## config.mk

```make
export PLATFORM = sky130hd
export DESIGN_NAME = tps_ctrl
export DESIGN_NICKNAME = d
export VERILOG_FILES = /design/src/design/tps_pkg.sv /design/src/design/tps_ctrl.sv
export SDC_FILE = /design/constraint.sdc
export NUM_CORES = 1
export LEC_CHECK = 0
export ABC_AREA = 1
export BUFFER_PORTS_ARGS = -buffer_cell sky130_fd_sc_hd__buf_2
export CAP_MARGIN = 15
export CORE_AREA = 2 2 39 41
export CTS_CLUSTER_DIAMETER = 30
export DETAILED_ROUTE_END_ITERATION = 16
export DIE_AREA = 0 0 41 43
export PLACE_DENSITY_LB_ADDON = 0.2
export SETUP_SLACK_MARGIN = 0.1
export SYNTH_ARGS = -nofsm -noshare
export SYNTH_HDL_FRONTEND = slang
export SYNTH_SLANG_ARGS = --single-unit
```

## constraint.sdc

```tcl
create_clock -name clk_i -period 1.03 [get_ports clk_i]
set_input_delay 0.206 -clock clk_i [delete_from_list [all_inputs] [get_ports clk_i]]
set_output_delay 0.206 -clock clk_i [all_outputs]
set_load 0.005 [all_outputs]
```

## src/design/tps_pkg.sv

```systemverilog
// ----------------------------------------------------------------------------
// tps_pkg
// Shared constants and controller-to-datapath types of the tertile pivot
// selection unit.
// ----------------------------------------------------------------------------
package tps_pkg;

  localparam int unsigned MaxElements = 512;
  localparam int unsigned CountW      = $clog2(MaxElements + 1);
  localparam int unsigned AddrW       = $clog2(MaxElements);
  localparam int unsigned ValueW      = 32;
  localparam int unsigned BitW        = $clog2(ValueW);

  // Exact floor(x / 3) as (x * DivThreeMul) >> DivThreeShift for x below 2**16.
  localparam int unsigned DivThreeShift = 17;
  localparam logic [DivThreeShift-1:0] DivThreeMul = DivThreeShift'(43691);

  typedef struct packed {
    logic store;
    logic latch_sel;
    logic calc;
    logic rd;
    logic decide;
    logic emit;
  } tps_cmd_t;

  typedef struct packed {
    logic addr_last;
    logic bit_zero;
    logic out_busy;
  } tps_status_t;

endpackage

```

## src/design/tps_ctrl.sv

```systemverilog
// ----------------------------------------------------------------------------
// tps_ctrl
// Sequencer of the tertile pivot selection unit: loading, index setup,
// one memory sweep per result bit, and hand-off to the output register.
// ----------------------------------------------------------------------------
module tps_ctrl (
  input  logic                 clk_i,
  input  logic                 rst_ni,
  input  logic                 s_tvalid_i,
  input  logic                 s_tlast_i,
  output logic                 s_tready_o,
  input  tps_pkg::tps_status_t status_i,
  output tps_pkg::tps_cmd_t    cmd_o
);

  localparam logic [2:0] StLoad   = 3'd0;
  localparam logic [2:0] StCalc   = 3'd1;
  localparam logic [2:0] StRead   = 3'd2;
  localparam logic [2:0] StDrain  = 3'd3;
  localparam logic [2:0] StDecide = 3'd4;
  localparam logic [2:0] StDone   = 3'd5;

  logic [2:0] state_q, state_d;

  always_comb begin
    state_d    = state_q;
    cmd_o      = '0;
    s_tready_o = 1'b0;
    unique case (state_q)
      StLoad: begin
        s_tready_o      = 1'b1;
        cmd_o.store     = s_tvalid_i;
        cmd_o.latch_sel = s_tvalid_i & s_tlast_i;
        if (s_tvalid_i && s_tlast_i) begin
          state_d = StCalc;
        end
      end
      StCalc: begin
        cmd_o.calc = 1'b1;
        state_d    = StRead;
      end
      StRead: begin
        cmd_o.rd = 1'b1;
        if (status_i.addr_last) begin
          state_d = StDrain;
        end
      end
      StDrain: begin
        state_d = StDecide;
      end
      StDecide: begin
        cmd_o.decide = 1'b1;
        state_d      = status_i.bit_zero ? StDone : StRead;
      end
      StDone: begin
        if (!status_i.out_busy) begin
          cmd_o.emit = 1'b1;
          state_d    = StLoad;
        end
      end
      default: begin
        state_d = StLoad;
      end
    endcase
  end

  always_ff @(posedge clk_i or negedge rst_ni) begin
    if (!rst_ni) begin
      state_q <= StLoad;
    end else begin
      state_q <= state_d;
    end
  end

endmodule

```

==> impl_metrics.sql, run 1 <==
INSERT INTO impl_metrics (metric_group, metric, value, unit) VALUES
('worst_setup_path', 'setup.worst_path.end', 'cmd_o[4]', ''),
('worst_setup_path', 'critical_path_arrival', '1.07', 'ns'),
('yosys', 'synth_area_per_cell', '6.40', 'sq um'),
('clocking', 'clk_transition_reported_paths', '0.04', 'ns'),
('job', 'number_of_violations_of_the_max_capacitance_limit', '0', ''),
('cells_and_area', 'core_util_final', '33.1', '%'),
('clocking', 'cts_inserted_buffers', '3', ''),
('cells_and_area', 'most_common_library_cell_in_the_layout_ignoring_fill_and_taps', 'buf_2', ''),
('worst_setup_path', 'timing.reg2reg.worst_path_depth', '7', ''),
('pwr', 'total_leakage_power', '0.265', 'nW'),
('outcome', 'run_status', 'finished, violations left', ''),
('clocking', 'clock_tree_from_tritoncts', 'yes', ''),
('cells_and_area', 'layout.cells.most_common_list', 'buf_2, buf_4, inv_1', ''),
('cells_and_area', 'num_antenna_cells', '0', ''),
('yosys', 'synth_seq_cells', '3', ''),
('worst_setup_path', 'worst_reg2reg_path_startpoint', 'state_q[0]', ''),
('worst_setup_path', 'worst_path_maximum_fanout', '5', ''),
('place', 'place_inst', '69', ''),
('worst_setup_path', 'setup.worst_path.start_class', 'flip-flop', ''),
('route', 'drt_first_iter_violations', '2', ''),
('sta', 'setup_slack', '-0.250', 'ns'),
('worst_setup_path', 'cp-end-kind', 'output port', ''),
('cells_and_area', 'fin_area', '458', 'sq um'),
('yosys', 'synth_sequential_area_ratio', '33.5', '%'),
('cells_and_area', 'largest_reg_flops', '3', ''),
('clocking', 'cts_sinks', '3', ''),
('clocking', 'clock_latency', '0.23', 'ns'),
('sta', 'timing.fmax', '0.781', 'GHz'),
('min_path', 'hold_path_class', 'in -> reg', ''),
('die', 'dieArea', '1760', 'sq um'),
('sta', 'worstMarginPinSlew', '0.171', 'ns'),
('place', 'place_hpwl', '487', 'um'),
('die', 'chipHeight', '43', 'um'),
('cells_and_area', 'final_cells', '79', ''),
('global_route', 'groute.layer.met3.usage', '6.28', '%'),
('place', 'pre_cts_ws', '-0.0500', 'ns'),
('place', 'post_dp_cell_area', '347', 'sq um'),
('sta', 'finalClockSkew', '0.00281', 'ns'),
('cells_and_area', 'largest_registers', 'state_q (3)', ''),
('outcome', 'violations', 'setup timing', ''),
('die', 'core.rowCount', '14', ''),
('route', 'wire_length_reported_by_the_detailed_router', '653', 'um'),
('yosys', 'synthTopCellsByArea', 'dfrtp_1, inv_1, nor2_1', ''),
('yosys', 'synth_warnings', '0', ''),
('sta', 'rsz0062_at_grt', 'true', ''),
('yosys', 'post_synth_inst_count', '35', ''),
('yosys', 'syn-num-nets', '42', ''),
('yosys', 'synth_largest_area_cell', 'dfrtp_1', ''),
('die', 'boundaryPins', '14', ''),
('place', 'routabilityCongestion', '0.634', ''),
('die', 'design.core.area', '1380', 'sq um'),
('global_route', 'groute.layer.met2.usage', '14.7', '%'),
('sta', 'summed_negative_setup_slack_over_all_endpoints', '-1.73', 'ns'),
('clocking', 'clock-root-buffer', 'clkbuf_4', ''),
('die', 'initial_core_util', '16.2', '%'),
('cells_and_area', 'largest-register', 'state_q', ''),
('global_route', 'grt_pass1_vias', '304', ''),
('global_route', 'grt_start_max_net_pins', '6', ''),
('worst_setup_path', 'regToRegEndpoint', 'state_q[0]', ''),
('clocking', 'cts_max_path_buffers', '2', ''),
('worst_setup_path', 'reg2reg_setup_slack', '-0.10', 'ns'),
('global_route', 'grt_util_met1', '9.71', '%'),
('global_route', 'grt_antenna_before_repair', '0', ''),
('route', 'viasPerCell', '3.82', ''),
('cells_and_area', 'areaGrowthSynthToFinish', '104', '%'),
('route', 'vias', '302', ''),
('sta', 'setup_viol_count_final', '8', ''),
('sta', 'final_max_slew_viol_count', '0', ''),
('sta', 'timing.final.crit_period', '1.28', 'ns'),
('route', 'drt-pass1-iter-count', '3', ''),
('worst_setup_path', 'crit_required', '0.82', 'ns');
-- area by class of cell --
class | instances | area (sq um)
inverter | 9 | 33.8
multi-input combinational | 23 | 145
sequential | 3 | 78.8
tap | 16 | 20.0
clock buffer | 4 | 26.3
fill | 168 | 926
timing repair buffer | 24 | 154
-- how the worst min path moves through the flow --
stage	cells past startpoint	endpoint	slack, ns	start
finish	2	state_q[1]	0.19	status_i[1]
global route	2	state_q[1]	0.18	status_i[1]
CTS	2	state_q[1]	0.22	status_i[1]
detailed placement	1	state_q[2]	0.005	rst_ni
global placement	1	state_q[2]	0.006	rst_ni
floorplan	0	state_q[0]	-0.09	rst_ni
-- metal layers --
metal  share of wire [%]  routed length [um]  vias up
met1                  36                 233      134
met4                   0                   0        0
li1                    -                   -      161
met5                   0                   0        -
met3                 7.4                  48        0
met2                  57                 371        7
-- power by group --
part | internal (mW) | switching [mW] | leakage, nW
clock | 0.145 | 0.0607 | 0.0150
sequential | 0.181 | 0.103 | 0.0341
combinational | 0.470 | 0.357 | 0.216
-- critical path: stages, from the launching register on --
cell	delay, ns
dfrtp_2	0.46
nor2_4	0.13
nand2_2	0.07
nor2_1	0.08
buf_2	0.11
-- cells by family (layout without fill, tap and decap cells) --
group                  Yosys count  in the layout  synth area share (%)
AND/OR/NAND/NOR                 20             20                  40.8
buffers and inverters            9             37                  15.1
AO/OA/AOI/OAI                    3              3                  10.6
flip-flops                       3              3                  33.5
-- synth_stat cells --
cell,count
dfrtp_1,3
inv_1,9
nand2_1,6
nand3_1,4
nand3_2,1
nor2_1,7
nor2_2,2
o211ai_1,1
o21ai_0,1
o21bai_2,1
-- timing repair --
| action | 4_1_cts | 5_1_grt |
|---|---|---|
| pin swaps | 2 | 2 |
| hold buffers | 1 | 0 |
| endpoints found under the hold margin | 3 | 0 |
| setup buffers | 6 | 0 |
| endpoints found under the setup margin | 10 | 10 |
| resized for setup | 9 | 6 |
Power figures use the tool's default switching activity.
==> inputs of run 2 (changes only) <==
CAP_MARGIN = default   (was 15)
clock period = 1.4 ns   (was 1.03 ns; I/O delays follow)
==> run 2 against run 1 <==
  * The run now ends clean
  * Worst hold slack better by 0.098 ns
  * Critical path depth did not move
  * Die area unchanged
  * Design area is 13% lower
  * Power fell by 38%
  * Non-clock buffer count decreased by 5
  * Register-to-register slack improved by 0.37 ns
  * Largest power group unchanged
  * Final cell count fell by 6.3%
  * Core utilization shrank 4.2 points
  * Critical path type unchanged
  * First-iteration DRC count down 100%
==> impl_metrics.sql, run 2 (synthesis gave the netlist of run 1 again) <==
INSERT INTO impl_metrics (metric_group, metric, value, unit) VALUES
('global_route', 'grt_antenna_before_repair', '0', ''),
('global_route', 'global_route_wire_length_before_repair', '959', 'um'),
('pwr', 'ir_drop', '0.546', 'mV'),
('worst_setup_path', 'critical_path_arrival', '1.10', 'ns'),
('route', 'remaining_drc_errors', '0', ''),
('die', 'chipHeight', '43', 'um'),
('global_route', 'grt_pass1_vias', '263', ''),
('die', 'chipWidth', '41', 'um'),
('clocking', 'cts-htree-levels', '1', ''),
('cells_and_area', 'post_route_cells_drive_above_1_share', '51.7', '%'),
('route', 'routedWlPerCell', '8.15', 'um'),
('worst_setup_path', 'cp-end-kind', 'output port', ''),
('die', 'core.rowCount', '14', ''),
('route', 'viasPerCell', '3.68', ''),
('sta', 'hold_violations', '0', ''),
('sta', 'final_min_period_over_clock_period', '98.3', '%'),
('die', 'boundaryPins', '14', ''),
('job', 'number_of_violations_of_the_max_capacitance_limit', '0', ''),
('die', 'dieArea', '1760', 'sq um'),
('cells_and_area', 'largest_registers', 'state_q (3)', ''),
('clocking', 'cts_max_path_buffers', '2', ''),
('cells_and_area', 'num_antenna_cells', '0', ''),
('route', 'vias', '272', ''),
('cells_and_area', 'design.final.nets', '66', ''),
('cells_and_area', 'fin_area', '400', 'sq um'),
('place', 'routabilityCongestion', '0.640', ''),
('min_path', 'hold_path_startpoint', 'status_i[1]', ''),
('route', 'drt-pass1-iter-count', '1', ''),
('place', 'place.port_buffers', '13', ''),
('sta', 'finalClockSkew', '0.00219', 'ns'),
('place', 'place_hpwl', '422', 'um'),
('sta', 'rsz0062_at_grt', 'true', ''),
('cells_and_area', 'largest-register', 'state_q', ''),
('clocking', 'cts_sinks', '3', ''),
('clocking', 'clock-root-buffer', 'clkbuf_4', ''),
('cells_and_area', 'areaGrowthSynthToFinish', '78.8', '%'),
('place', 'post_dp_cell_area', '309', 'sq um'),
('worst_setup_path', 'cp-startpoint', 'state_q[1]', ''),
('sta', 'timing.fmax', '0.727', 'GHz'),
('pwr', 'cellPowerDensity', '2050', 'nW/um^2'),
('sta', 'final_max_slew_viol_count', '0', ''),
('global_route', 'global_route.usage.total', '8.86', '%'),
('worst_setup_path', 'worst_path_maximum_fanout', '4', ''),
('route', 'drt_first_iter_violations', '0', ''),
('cells_and_area', 'largest_reg_flops', '3', ''),
('route', 'wire_length_reported_by_the_detailed_router', '603', 'um'),
('min_path', 'hold_path_class', 'in -> reg', ''),
('global_route', 'overflow', '0', ''),
('die', 'initial_core_util', '16.2', '%'),
('clocking', 'clock_latency', '0.23', 'ns'),
('clocking', 'clk_transition_reported_paths', '0.04', 'ns'),
('global_route', 'grt_start_max_net_pins', '6', ''),
('sta', 'slew-limit-headroom', '88.9', '%'),
('sta', 'worstMarginPinSlew', '0.165', 'ns'),
('sta', 'summed_negative_setup_slack_over_all_endpoints', '0', 'ns'),
('sta', 'setup_viol_count_final', '0', ''),
('route', 'detail-route-antenna-nets', '0', ''),
('worst_setup_path', 'crit_required', '1.12', 'ns'),
('pwr', 'total_leakage_power', '0.239', 'nW'),
('clocking', 'cts_inserted_buffers', '3', ''),
('worst_setup_path', 'setup.worst_path.start_class', 'flip-flop', ''),
('worst_setup_path', 'worstSetupPathType', 'reg -> out', ''),
('outcome', 'run_status', 'finished clean', ''),
('worst_setup_path', 'worst_reg2reg_path_startpoint', 'state_q[1]', ''),
('sta', 'timing.final.crit_period', '1.38', 'ns'),
('clocking', 'clock_tree_from_tritoncts', 'yes', ''),
('die', 'design.core.area', '1380', 'sq um'),
('cells_and_area', 'layout.cells.most_common_list', 'buf_2, inv_1, nor2_1', ''),
('cells_and_area', 'most_common_library_cell_in_the_layout_ignoring_fill_and_taps', 'buf_2', '');
run 2: cell types whose count changed in the layout (fill, tap and decap cells not counted), sizes merged:
cell  previous run  this run
buf             23        18
run 2: metal layers:
metal | wire length, um | up-vias | track usage (%)
met2 | 278 | 9 | 11.9
li1 | - | 151 | -
met3 | 53 | 0 | 9.42
met1 | 271 | 112 | 9.42
met5 | 0 | - | 0
met4 | 0 | 0 | 2.00
run 2: critical path, cell delays in order (launching register included):
cell,delay (ns)
dfrtp_1,0.42
nor2_4,0.16
nand2_2,0.08
nor2_1,0.09
buf_2,0.11
run 2: through the flow:
stage	setup slack, ns	util [%]	hold WS, ns	power (mW)	instances
after floorplan	0.343	-	-0.0156	0.389	35
after global placement	0.214	22.3	0.0799	0.512	64
after detailed placement	0.205	22.3	0.0800	0.500	64
after CTS	0.0236	28.0	0.280	0.786	73
after global routing	-0.0621	28.9	0.288	0.909	74
final	0.0239	28.9	0.287	0.820	74
run 2: timing repair:
item,CTS,global route
hold buffers,1,0
hold endpoints to repair,3,0
gates resized for setup,6,1
endpoints found under the setup margin,7,7
cloned,0,0
setup buffers,4,1
pin swaps,5,1
run 2: power by group:
| group | switching (mW) | internal (mW) | total, mW | leakage, nW |
|---|---|---|---|---|
| Clock | 0.0491 | 0.107 | 0.156 | 0.0150 |
| Combinational | 0.219 | 0.246 | 0.465 | 0.189 |
| Sequential | 0.0687 | 0.130 | 0.199 | 0.0352 |
| Total | 0.337 | 0.483 | 0.820 | 0.239 |
run 2: worst paths after layout:
| kind | to | slack (ns) | cells after the start |
|---|---|---|---|
| hold reg to reg | state_q[2] | 0.65 | 2 |
| setup / recovery | cmd_o[4] | 0.02 | 4 |
| min in group asynchronous | state_q[1] | 0.37 | 2 |
| max in group asynchronous | state_q[0] | 0.91 | 2 |
| hold / removal | state_q[1] | 0.29 | 2 |
| setup reg to reg | state_q[0] | 0.27 | 7 |
run 2: area by class of cell:
| cell class | count | area (sq um) |
|---|---|---|
| timing repair buffer | 19 | 113 |
| tap | 16 | 20.0 |
| sequential | 3 | 77.6 |
| fill | 160 | 983 |
| clock buffer | 4 | 26.3 |
| inverter | 9 | 33.8 |
| multi-input combinational | 23 | 130 |
